===== src/design/wsta_pkg.sv =====
// shared types and constants of the weighted server task assigner
`timescale 1ns / 1ps

package wsta_pkg;

  // field widths
  localparam int unsigned CmdW    = 1;
  localparam int unsigned SrvW    = 4;
  localparam int unsigned WeightW = 20;
  localparam int unsigned DurW    = 20;
  localparam int unsigned TaskW   = 32;
  localparam int unsigned TimeW   = 48;
  localparam int unsigned CfgW    = 5;

  // reset value of the server count register
  localparam logic [CfgW-1:0] CfgReset = 5'd16;

  // command codes
  localparam logic [CmdW-1:0] CmdLoad = 1'b0;
  localparam logic [CmdW-1:0] CmdTask = 1'b1;

  // input item
  typedef struct packed {
    logic [CmdW-1:0]    command;
    logic [SrvW-1:0]    server_index;
    logic [WeightW-1:0] weight;
    logic [DurW-1:0]    duration;
  } in_item_t;

  // result item
  typedef struct packed {
    logic [SrvW-1:0]  assigned_server;
    logic [TaskW-1:0] task_number;
  } out_item_t;

  // controller to datapath commands (read address travels separately)
  typedef struct packed {
    logic load_wt;
    logic start_task;
    logic rd_en;
    logic finish;
  } ctrl_cmd_t;

  // datapath to controller status
  typedef struct packed {
    logic out_free;
  } dp_status_t;

endpackage


===== src/design/weighted_server_task_assigner.sv =====
// top level of the weighted server task assigner
//
//   channel   direction  handshake                    payload
//   in        input      in_valid_i / in_stall_o      wsta_pkg::in_item_t
//   out       output     out_valid_o / out_stall_i    wsta_pkg::out_item_t
//   cfg       input      cfg_we_i                     servers_in_use (5 bits)
//
// a load is written when it is taken; a task scans n servers, n the active server count,
// with one store read per cycle over all active servers, then a drain state for
// the last compare, and a write-back state.
// reset clears the busy-until valid bits, the task counter and the control state.
// a task waits in write-back while the held result is stalled; a new item can
// be taken while a finished result waits in the output register.
`timescale 1ns / 1ps

module weighted_server_task_assigner #(
  parameter int unsigned NUM_SERVERS = 16
) (
  input  logic                       clk_i,
  input  logic                       rst_ni,
  input  logic                       in_valid_i,
  output logic                       in_stall_o,
  input  wsta_pkg::in_item_t         in_data_i,
  output logic                       out_valid_o,
  input  logic                       out_stall_i,
  output wsta_pkg::out_item_t        out_data_o,
  input  logic                       cfg_we_i,
  input  logic [wsta_pkg::CfgW-1:0]  cfg_wdata_i
);

  localparam int unsigned IDX_W = (NUM_SERVERS > 1) ? $clog2(NUM_SERVERS) : 1;

  wsta_pkg::ctrl_cmd_t  cmd;
  wsta_pkg::dp_status_t status;
  logic [IDX_W-1:0]     rd_addr;

  // controller
  wsta_ctrl #(
    .NUM_SERVERS (NUM_SERVERS),
    .IDX_W       (IDX_W)
  ) u_ctrl (
    .clk_i        (clk_i),
    .rst_ni       (rst_ni),
    .in_valid_i   (in_valid_i),
    .in_command_i (in_data_i.command),
    .in_stall_o   (in_stall_o),
    .cfg_we_i     (cfg_we_i),
    .cfg_wdata_i  (cfg_wdata_i),
    .status_i     (status),
    .cmd_o        (cmd),
    .rd_addr_o    (rd_addr)
  );

  // datapath
  wsta_dp #(
    .NUM_SERVERS (NUM_SERVERS),
    .IDX_W       (IDX_W)
  ) u_dp (
    .clk_i       (clk_i),
    .rst_ni      (rst_ni),
    .in_data_i   (in_data_i),
    .cmd_i       (cmd),
    .rd_addr_i   (rd_addr),
    .status_o    (status),
    .out_valid_o (out_valid_o),
    .out_stall_i (out_stall_i),
    .out_data_o  (out_data_o)
  );

endmodule


===== src/design/wsta_ctrl.sv =====
// controller sequencing weight loads and the per-task server scan
`timescale 1ns / 1ps

module wsta_ctrl #(
  parameter int unsigned NUM_SERVERS = 16,
  parameter int unsigned IDX_W       = 4
) (
  input  logic                       clk_i,
  input  logic                       rst_ni,
  input  logic                       in_valid_i,
  input  logic [wsta_pkg::CmdW-1:0]  in_command_i,
  output logic                       in_stall_o,
  input  logic                       cfg_we_i,
  input  logic [wsta_pkg::CfgW-1:0]  cfg_wdata_i,
  input  wsta_pkg::dp_status_t       status_i,
  output wsta_pkg::ctrl_cmd_t        cmd_o,
  output logic [IDX_W-1:0]           rd_addr_o
);

  typedef enum logic [1:0] {
    IDLE,
    SCAN,
    DRAIN,
    FINISH
  } state_e;

  state_e                    state_q, state_d;
  logic [IDX_W-1:0]          cnt_q, cnt_d;
  logic [wsta_pkg::CfgW-1:0] srv_cnt_q;
  logic [IDX_W-1:0]          last_idx;
  logic                      in_xfer;

  // server count register
  always_ff @(posedge clk_i or negedge rst_ni) begin
    if (!rst_ni) begin
      srv_cnt_q <= wsta_pkg::CfgReset;
    end else if (cfg_we_i) begin
      srv_cnt_q <= cfg_wdata_i;
    end
  end

  // last scanned index, count clamped to 1 .. NUM_SERVERS
  always_comb begin
    if (srv_cnt_q == '0) begin
      last_idx = '0;
    end else if (32'(srv_cnt_q) > NUM_SERVERS) begin
      last_idx = IDX_W'(NUM_SERVERS - 1);
    end else begin
      last_idx = IDX_W'(srv_cnt_q - 1'b1);
    end
  end

  assign in_stall_o = (state_q != IDLE);
  assign in_xfer    = (state_q == IDLE) && in_valid_i;
  assign rd_addr_o  = cnt_q;

  // command decode
  always_comb begin
    cmd_o            = '0;
    cmd_o.load_wt    = in_xfer && (in_command_i == wsta_pkg::CmdLoad);
    cmd_o.start_task = in_xfer && (in_command_i == wsta_pkg::CmdTask);
    cmd_o.rd_en      = (state_q == SCAN);
    cmd_o.finish     = (state_q == FINISH) && status_i.out_free;
  end

  // next state
  always_comb begin
    state_d = state_q;
    cnt_d   = cnt_q;
    unique case (state_q)
      IDLE: begin
        cnt_d = '0;
        if (in_xfer && (in_command_i == wsta_pkg::CmdTask)) begin
          state_d = SCAN;
        end
      end
      SCAN: begin
        if (cnt_q == last_idx) begin
          state_d = DRAIN;
        end else begin
          cnt_d = cnt_q + 1'b1;
        end
      end
      DRAIN: begin
        state_d = FINISH;
      end
      FINISH: begin
        if (status_i.out_free) begin
          state_d = IDLE;
        end
      end
      default: begin
        state_d = IDLE;
      end
    endcase
  end

  // state and scan counter
  always_ff @(posedge clk_i or negedge rst_ni) begin
    if (!rst_ni) begin
      state_q <= IDLE;
      cnt_q   <= '0;
    end else begin
      state_q <= state_d;
      cnt_q   <= cnt_d;
    end
  end

  // scan address never passes the last active server
  assert property (@(posedge clk_i) disable iff (!rst_ni)
    (state_q == SCAN) |-> (cnt_q <= last_idx))
    else $error("scan address beyond active servers");

  // a task transfer always starts the scan at server zero
  assert property (@(posedge clk_i) disable iff (!rst_ni)
    cmd_o.start_task |=> (state_q == SCAN) && (cnt_q == '0))
    else $error("task did not start a scan");

  // the scan always drains before the write-back
  assert property (@(posedge clk_i) disable iff (!rst_ni)
    (state_q == FINISH) && !$past(state_q == FINISH) |-> $past(state_q == DRAIN))
    else $error("write-back without drain");

endmodule


===== src/design/wsta_dp.sv =====
// datapath: weight and busy-until stores, candidate compare, write-back, result register
`timescale 1ns / 1ps

module wsta_dp #(
  parameter int unsigned NUM_SERVERS = 16,
  parameter int unsigned IDX_W       = 4
) (
  input  logic                  clk_i,
  input  logic                  rst_ni,
  input  wsta_pkg::in_item_t    in_data_i,
  input  wsta_pkg::ctrl_cmd_t   cmd_i,
  input  logic [IDX_W-1:0]      rd_addr_i,
  output wsta_pkg::dp_status_t  status_o,
  output logic                  out_valid_o,
  input  logic                  out_stall_i,
  output wsta_pkg::out_item_t   out_data_o
);

  localparam int unsigned WW = wsta_pkg::WeightW;
  localparam int unsigned TW = wsta_pkg::TimeW;

  // stores
  logic [WW-1:0]          weight_mem [NUM_SERVERS];
  logic [TW-1:0]          busy_mem   [NUM_SERVERS];
  logic [NUM_SERVERS-1:0] busy_vld_q;

  // read stage
  logic                   cmp_v_q;
  logic [IDX_W-1:0]       rd_idx_q;
  logic [WW-1:0]          rd_w_q;
  logic [TW-1:0]          rd_busy_q;
  logic                   rd_bvld_q;

  // per-task registers
  logic [wsta_pkg::DurW-1:0]  dur_q;
  logic [wsta_pkg::TaskW-1:0] task_cnt_q;
  logic                       found_free_q;
  logic [WW-1:0]              free_w_q;
  logic [IDX_W-1:0]           free_idx_q;
  logic                       e_have_q;
  logic [TW-1:0]              e_busy_q;
  logic [WW-1:0]              e_w_q;
  logic [IDX_W-1:0]           e_idx_q;

  // result register
  logic                 out_valid_q;
  wsta_pkg::out_item_t  out_data_q;

  logic [TW-1:0]    now;
  logic [TW-1:0]    eff_busy;
  logic             is_free;
  logic             take_free;
  logic             take_early;
  logic [IDX_W-1:0] pick;
  logic [TW-1:0]    start_time;
  logic [TW:0]      sum;
  logic [TW-1:0]    new_busy;
  logic             ld_ok;

  assign now      = TW'(task_cnt_q);
  assign eff_busy = rd_bvld_q ? rd_busy_q : '0;
  assign is_free  = (eff_busy <= now);
  assign ld_ok    = (32'(in_data_i.server_index) < NUM_SERVERS);

  // candidate compares
  assign take_free  = is_free && (!found_free_q || (rd_w_q < free_w_q));
  assign take_early = !e_have_q || (eff_busy < e_busy_q) ||
                      ((eff_busy == e_busy_q) && (rd_w_q < e_w_q));

  // chosen server and its new busy-until time, saturating
  assign pick       = found_free_q ? free_idx_q : e_idx_q;
  assign start_time = found_free_q ? now : e_busy_q;
  assign sum        = {1'b0, start_time} + (TW + 1)'(dur_q);
  assign new_busy   = sum[TW] ? {TW{1'b1}} : sum[TW-1:0];

  assign status_o.out_free = !out_valid_q || !out_stall_i;
  assign out_valid_o       = out_valid_q;
  assign out_data_o        = out_data_q;

  // weight store
  always_ff @(posedge clk_i) begin
    if (cmd_i.load_wt && ld_ok) begin
      weight_mem[IDX_W'(in_data_i.server_index)] <= in_data_i.weight;
    end
    if (cmd_i.rd_en) begin
      rd_w_q <= weight_mem[rd_addr_i];
    end
  end

  // busy-until store
  always_ff @(posedge clk_i) begin
    if (cmd_i.finish) begin
      busy_mem[pick] <= new_busy;
    end
    if (cmd_i.rd_en) begin
      rd_busy_q <= busy_mem[rd_addr_i];
      rd_idx_q  <= rd_addr_i;
    end
  end

  // busy-until valid bits, an entry not yet written reads as zero
  always_ff @(posedge clk_i or negedge rst_ni) begin
    if (!rst_ni) begin
      busy_vld_q <= '0;
      rd_bvld_q  <= 1'b0;
      cmp_v_q    <= 1'b0;
    end else begin
      if (cmd_i.finish) begin
        busy_vld_q[pick] <= 1'b1;
      end
      if (cmd_i.rd_en) begin
        rd_bvld_q <= busy_vld_q[rd_addr_i];
      end
      cmp_v_q <= cmd_i.rd_en;
    end
  end

  // candidate flags
  always_ff @(posedge clk_i or negedge rst_ni) begin
    if (!rst_ni) begin
      found_free_q <= 1'b0;
      e_have_q     <= 1'b0;
    end else if (cmd_i.start_task) begin
      found_free_q <= 1'b0;
      e_have_q     <= 1'b0;
    end else if (cmp_v_q) begin
      if (take_free) begin
        found_free_q <= 1'b1;
      end
      if (take_early) begin
        e_have_q <= 1'b1;
      end
    end
  end

  // candidate payload
  always_ff @(posedge clk_i) begin
    if (cmd_i.start_task) begin
      dur_q <= in_data_i.duration;
    end
    if (cmp_v_q && take_free) begin
      free_w_q   <= rd_w_q;
      free_idx_q <= rd_idx_q;
    end
    if (cmp_v_q && take_early) begin
      e_busy_q <= eff_busy;
      e_w_q    <= rd_w_q;
      e_idx_q  <= rd_idx_q;
    end
  end

  // task counter and result valid
  always_ff @(posedge clk_i or negedge rst_ni) begin
    if (!rst_ni) begin
      task_cnt_q  <= '0;
      out_valid_q <= 1'b0;
    end else begin
      if (cmd_i.finish) begin
        task_cnt_q  <= task_cnt_q + 1'b1;
        out_valid_q <= 1'b1;
      end else if (out_valid_q && !out_stall_i) begin
        out_valid_q <= 1'b0;
      end
    end
  end

  // result payload
  always_ff @(posedge clk_i) begin
    if (cmd_i.finish) begin
      out_data_q.assigned_server <= wsta_pkg::SrvW'(pick);
      out_data_q.task_number     <= task_cnt_q;
    end
  end

  // write-back never overwrites a result that is still held
  assert property (@(posedge clk_i) disable iff (!rst_ni)
    cmd_i.finish |-> (!out_valid_q || !out_stall_i))
    else $error("result overwritten before transfer");

  // every write-back advances the task counter by one and presents a result
  assert property (@(posedge clk_i) disable iff (!rst_ni)
    cmd_i.finish |=> out_valid_q && (task_cnt_q == $past(task_cnt_q) + 1'b1))
    else $error("task counter or result out of step");

  // a write-back always has a candidate from the scan
  assert property (@(posedge clk_i) disable iff (!rst_ni)
    cmd_i.finish |-> e_have_q)
    else $error("write-back without candidate");

endmodule

===== config.mk =====
export PLATFORM = sky130hd
export DESIGN_NAME = weighted_server_task_assigner
export DESIGN_NICKNAME = d
export VERILOG_FILES = /design/src/design/wsta_pkg.sv /design/src/design/weighted_server_task_assigner.sv /design/src/design/wsta_ctrl.sv /design/src/design/wsta_dp.sv
export SDC_FILE = /design/constraint.sdc
export NUM_CORES = 2
export LEC_CHECK = 0
export ABC_AREA = 1
export BUFFER_PORTS_ARGS = -buffer_cell sky130_fd_sc_hd__buf_4
export CORE_ASPECT_RATIO = 0.7
export CORE_MARGIN = 3
export CORE_UTILIZATION = 59
export CTS_BUF_LIST = sky130_fd_sc_hd__clkbuf_2
export DETAILED_ROUTE_END_ITERATION = 12
export PLACE_DENSITY = 0.8
export SYNTH_ARGS = -nofsm -noshare
export SYNTH_HDL_FRONTEND = slang
export SYNTH_SLANG_ARGS = --single-unit

===== constraint.sdc =====
create_clock -name clk_i -period 8.04 [get_ports clk_i]
set_input_delay 2.412 -clock clk_i [delete_from_list [all_inputs] [get_ports clk_i]]
set_output_delay 2.412 -clock clk_i [all_outputs]
set_load 0.05 [all_outputs]

Yosys cells after proc, flatten, opt, wreduce, memory -nomap -nowiden. Memory sizes are Yosys's and may differ from the RTL's. A register that Yosys moved wholly into a read port is not among the register bits. Cells that the tools add are included.

Bits in registers: 220. Input port bits: 55. Word-level logic and storage cells: 102. Memories: 2. Memory bits (writable): 1088. Output and inout bits: 38.

Memory list: u_dp.busy_mem (depth 16, width 48, read ports 1, clocked after memory_dff 1, write ports 1, RTL line wsta_dp.sv:24) `logic [TW-1:0] busy_mem [NUM_SERVERS];`; u_dp.weight_mem (depth 16, width 20, read ports 1, clocked after memory_dff 1, write ports 1, RTL line wsta_dp.sv:23) `logic [WW-1:0] weight_mem [NUM_SERVERS];`.

Equality and inequality tests: 9. $lt $le $gt $ge: 8. Bitwise operators: 2. Add/sub/neg operators: 4. Multiplexer cells: 28. Reduce and logical (&&, ||, !) cells: 30.

Operators by type and width (count): 2-to-1 mux 48 bit (3); adder 48 x 20 -> 49 bit (1); equality test 48 bit (1); less-or-equal comparator 48 x 32 -> 1 bit (1); < comparator 48 bit (1); < comparator 20 bit (2); adder 32 x 1 -> 32 bit (second input constant) (1); 2-to-1 mux 4 bit (4); OR 16 bit (1); 2-to-1 mux 1 bit (14); nonzero test 2 bit (6); logical AND 1 bit (10); < comparator 4 x 5 -> 1 bit (second input constant) (2); case mux 2 bit (4 select lines) (1); case mux 4 bit (2 select lines) (1); 2-to-1 mux 2 bit (3); != test 2 bit (second input constant) (3); AND reduction 2 bit (3); greater-than comparator 5 bit (second input constant) (1); logical NOT 5 bit (1); adder 4 x 1 -> 4 bit (second input constant) (1); binary-select mux 1 bit (select 4 bit) (1); demux 1 bit (select 4 bit) (1); equality test 2 bit (second input constant) (2); other kinds (10) (16).

Longest topological paths before layout.
Depth after elaboration: 7. Gate-level depth with buffers: 20. Depth with buffers taken out: 16.

Hierarchy. A second synthesis with hierarchy kept.

Cell total of the unflattened synthesis: 4446. Area, all modules: 58346.0 µm².

By module, submodules not included: wsta_dp (sequential area each 40724.1 µm², area an instance 57567.7 µm², times used 1, cells each 4337); wsta_ctrl (sequential area each 276.5 µm², area an instance 778.2 µm², times used 1, cells each 109).

Worst setup path after synthesis. OpenSTA, ideal clock, no wires.

Path kind: register -> register. Start: register u_dp.rd_bvld_q. End: register u_dp.e_busy_q[0] (enable). Period minus slack after synthesis: 7.808 ns. Arrival time: 7.196 ns. Buffers on the path: 2. Stages on the path, launching flop included: 14. Data required time: 7.428 ns. Slack: 0.232 ns. Library setup time: 0.612 ns. Cell sequence: dfrtp_1 clkbuf_1 clkbuf_1 nand2_1 inv_1 ha_1 nand2_1 nor4_1 inv_1 nor2_1 nand3_1 nand2_1 inv_1 a21boi_0.

Word-level cells in the longest chain between the ends: 5. Elaborated cells on any way between the ends: 7. Classes of those cells: order compare: 1; eq/ne: 1; mux: 1; reduce/logical: 4.

Ends and longest elaborated chain: start: declaration (RTL line wsta_dp.sv:32) `logic rd_bvld_q;`; start signal: assignment (RTL line wsta_dp.sv:112) `rd_bvld_q <= busy_vld_q[rd_addr_i];`; 2-to-1 mux 48 bit * (RTL line wsta_dp.sv:61) `assign eff_busy = rd_bvld_q ? rd_busy_q : '0;`; net u_dp.eff_busy[15] (RTL line wsta_dp.sv:50) `logic [TW-1:0] eff_busy;`; < comparator 48 bit / equality test 48 bit (equally long branches) (RTL line wsta_dp.sv:67, wsta_dp.sv:68); logical OR 1 bit / logical AND 1 bit (equally long branches) (RTL line wsta_dp.sv:67, wsta_dp.sv:68); logical OR 1 bit * (RTL line wsta_dp.sv:67) `assign take_early = !e_have_q || (eff_busy < e_busy_q) ||`; logical AND 1 bit * (RTL line wsta_dp.sv:145) `if (cmp_v_q && take_early) begin`; end signal: assignment (RTL line wsta_dp.sv:146) `e_busy_q <= eff_busy;`; end: declaration (RTL line wsta_dp.sv:41) `logic [TW-1:0] e_busy_q;`.

Mark *: on every way through the listed nets, which the timed path passes. The rest lies on a longest branch. A chain may end at the register's enable or synchronous reset.

Worst setup path in the final report.
Start: register u_ctrl.state_q[0]. End: output in_stall_o.

Word-level cells in the longest chain between the ends: 1.

Ends and longest elaborated chain: start: declaration (RTL line wsta_ctrl.sv:27) `state_e state_q, state_d;`; start signal: assignment (RTL line wsta_ctrl.sv:104) `state_q <= state_d;`; nonzero test 2 bit (RTL line wsta_ctrl.sv:53) `assign in_stall_o = (state_q != IDLE);`; end: declaration (RTL line weighted_server_task_assigner.sv:22) `output logic in_stall_o,`.

No other way between the ends.

==> impl_metrics.ini <==
[critical_path]
cp-start-kind = register
critPathKind = register to output pin
crit_family = flip-flops
slowest_delay_ns = 0.47
rr_startpoint = u_dp.found_free_q
path_max_fanout = 6
crit_path_start = u_ctrl.state_q[0]
critPathArrivalTime_ns = 2.72
end_kind = output pin
required_ns = 5.63
crit_chain = inv_1 > ha_1 > inv_1 > buf_4
path_buf_inv = 3
crit_top_cell = inv_1
critPathSlowestCell = dfrtp_1

[logic_synthesis]
synth_adder_area_share_pct = 3.09
yosys_register_bits = 1376
synthTopCellsByArea = edfxtp_1 (68%), nand2_1 (5.8%), o21ai_0 (3.7%)
synthFlopType = edfxtp_1
synth-simple-area-share_pct = 12.6
synth_top_area_share_pct = 67.8
netlist.top_cell.by_area = edfxtp_1
ys_types = 48
ys_seq_area_share_pct = 70.6
yosys_warnings = 0
synth_area_per_cell_sq_um = 12.2
synth_fp_nets = 4972
synth_compound_area_share_pct = 9.32
muxShareOfSynthArea_pct = 0
synth_top_family_by_area = simple AND/OR/NAND/NOR gates
syn_inst = 4774
ys_async_sr_fraction_pct = 4.65
synth-edff-count = 1312
synth-xor-area-share_pct = 0.784
syn-cell-area_sq_um = 58100

[power]
p_sw_mw = 7.96
power.density_nw_per_um2 = 333
intPower_mw = 12.9
p_leak_nw = 23.7
clkPwrFrac_pct = 20.1
p_comb_share_pct = 30.7
p_seq_share_pct = 49.3
power.share.switching_pct = 38.2
ir_drop_mv = 0.309

[clocking]
cts_sinks = 1376
cts_hold_buffers = 0
post_cts_resized = 0
worstSkewPairLatency_ns = 1.61
cts_max_level = 5
post-cts-setup-buffer-count = 0
clockBufferDepth = 4
root_buffer = clkbuf_2
cts_tree = yes
cts-buffers-inserted = 323
clk_pin_slew_ns = 0.11

[drt]
first_iter_violations = 5992
wl_per_cell_um = 23.2
routed_wl_um = 151000
drc = 0
drt_pre_antenna_iters = 8
drtAntennaViolNets = 0
vias = 39900
viasPerCell = 6.11

[placed_design]
gp_congestion = 0.960
preCtsSetupSlack_ns = 2.83
io_buffers = 92
hpwlAfterDp_um = 91500

[run_status]
outcome = finished, final reports clean

[finish]
layout-drive-gt1-share_pct = 14.4
area_growth_pct = 7.86
fin_util_pct = 64.7
nets = 5207

[timing]
worst_slew_pin_slew_ns = 1.20
whs_ns = 0.463
setup_slack_ns = 2.91
setup_viol = 0
grt_setup_unrepaired = no
slew_headroom_pct = 19.6
hold_viol_final = 0
fin_crit_sh_pct = 63.8
finClkSkew_ns = 0.150
slew_violations = 0
fmax_ghz = 0.195
fin_crit_ns = 5.13
fin_tns_setup_ns = 0

[run]
cap_violations = 0

[global_routing]
antenna_found_initial = 4
grt_pass1_vias = 38000
grt_max_degree = 199
grt-ovfl-total = 0
grt_pass1_wl_um = 227000
grtUsageTotal_pct = 29.4

[floorplanning]
dieArea_sq_um = 102000
die_x_um = 381
row_count = 95
die_y_um = 268
io-pin-count = 93
core-area_sq_um = 96800
initial_core_util_pct = 60.0

[hold_path]
hp-class = register to register
holdCritStartpoint = u_dp.rd_idx_q[2]
## registers in the layout (all words and copies together), names as in the netlist, 32 cells and up
signal,count
u_dp.task_cnt_q,32
u_dp.busy_mem,768
u_dp.out_data_o,36
u_dp.weight_mem,320
u_dp.rd_busy_q,48
u_dp.e_busy_q,48
## cells in the final DEF, fill, tap and decap left out, types with 57 or more instances in the layout
master | Yosys | routed
ha_1 | 142 | 141
dfrtp_1 | 63 | 57
nand4_1 | 90 | 90
inv_1 | 292 | 287
a221oi_1 | 84 | 84
o21ai_0 | 433 | 433
o22ai_1 | 89 | 89
nor2_1 | 465 | 432
clkbuf_2 | 0 | 479
buf_4 | 1 | 140
nand2_1 | 892 | 891
edfxtp_1 | 1312 | 1312
nand3_1 | 196 | 196
a21oi_1 | 244 | 243
## per-layer routing
layer	global-route usage, %	wire (um)	vias up
li1	-	-	17900
met1	43.6	60600	18900
met2	42.4	65600	2822
met3	7.56	20700	320
met4	11.0	4390	0
met5	0	0	-
## worst paths after layout
| kind | endpoint | slack (ns) | depth (start not counted) |
|---|---|---|---|
| worst min-delay path | u_dp.free_idx_q[2] | 0.46 | 0 |
| min in group asynchronous | u_dp.busy_vld_q[10] | 0.93 | 1 |
| worst max register to register | u_dp.busy_mem[2][16] | 3.19 | 13 |
| worst min register to register | u_dp.free_idx_q[2] | 0.46 | 0 |
| max in group asynchronous | u_dp.found_free_q | 6.38 | 1 |
| worst max-delay path | in_stall_o | 2.91 | 4 |
## cell families (layout without fill, tap and decap cells)
logic type / count (synthesis) / after routing
buf+inv: 528 / 964
flops: 1376 / 1376
compound gates: 937 / 937
other cells: 0 / 6
simple gates: 1738 / 1738
xor+xnor: 52 / 52
fa+ha+maj: 143 / 143
## worst register-to-register path: stages, from the launching register on
cell and delay [ns]:
dfrtp_2 0.38, buf_4 0.64, o21ai_0 0.31, ha_1 0.37, inv_1 0.08, o21ai_2 0.25
nand2_1 0.08, nand2_1 0.14, nand2_1 0.08, nand2_1 0.19, nand2_1 0.10, nand2_2 0.23
nand4_4 0.69, nand2_1 0.94
## cells in the mapped netlist, drive strengths merged (52+ instances only)
library cell,instances
ha,142
nor2,473
o22ai,89
nand2,897
edfxtp,1312
inv,295
clkbuf,172
buf,59
a21oi,244
nand3,209
a221oi,84
o221ai,52
nand4,92
dfrtp,63
o21ai,446
## power groups by stage
stage	logic [mW]	registers [mW]	clock network, mW
after floorplan	3.98	10.3	0
after global placement	6.00	10.4	0
after detailed placement	6.23	10.4	0
after global routing	6.95	10.3	4.60
final	6.40	10.3	4.18
after CTS	6.25	10.2	4.22
## metrics by stage
stage | total power [mW] | instances | area [sq um]
global route | 21.9 | 6525 | 62600
detailed placement | 16.6 | 5993 | 60000
finish | 20.8 | 6525 | 62600
floorplan | 14.3 | 4774 | 58100
global placement | 16.4 | 5993 | 60000
CTS | 20.7 | 6519 | 62600
## area by class of cell
| cell class | instances | area [sq um] |
|---|---|---|
| sequential | 1376 | 41000 |
| fill | 7101 | 34100 |
| multi-input combinational | 2870 | 15200 |
| clock buffer | 479 | 2400 |
| tap | 1309 | 1640 |
| inverter | 297 | 1130 |
| timing repair buffer | 141 | 1070 |
| clock inverter | 47 | 185 |
| antenna | 6 | 15.0 |
(Power assumes the default switching activity.)
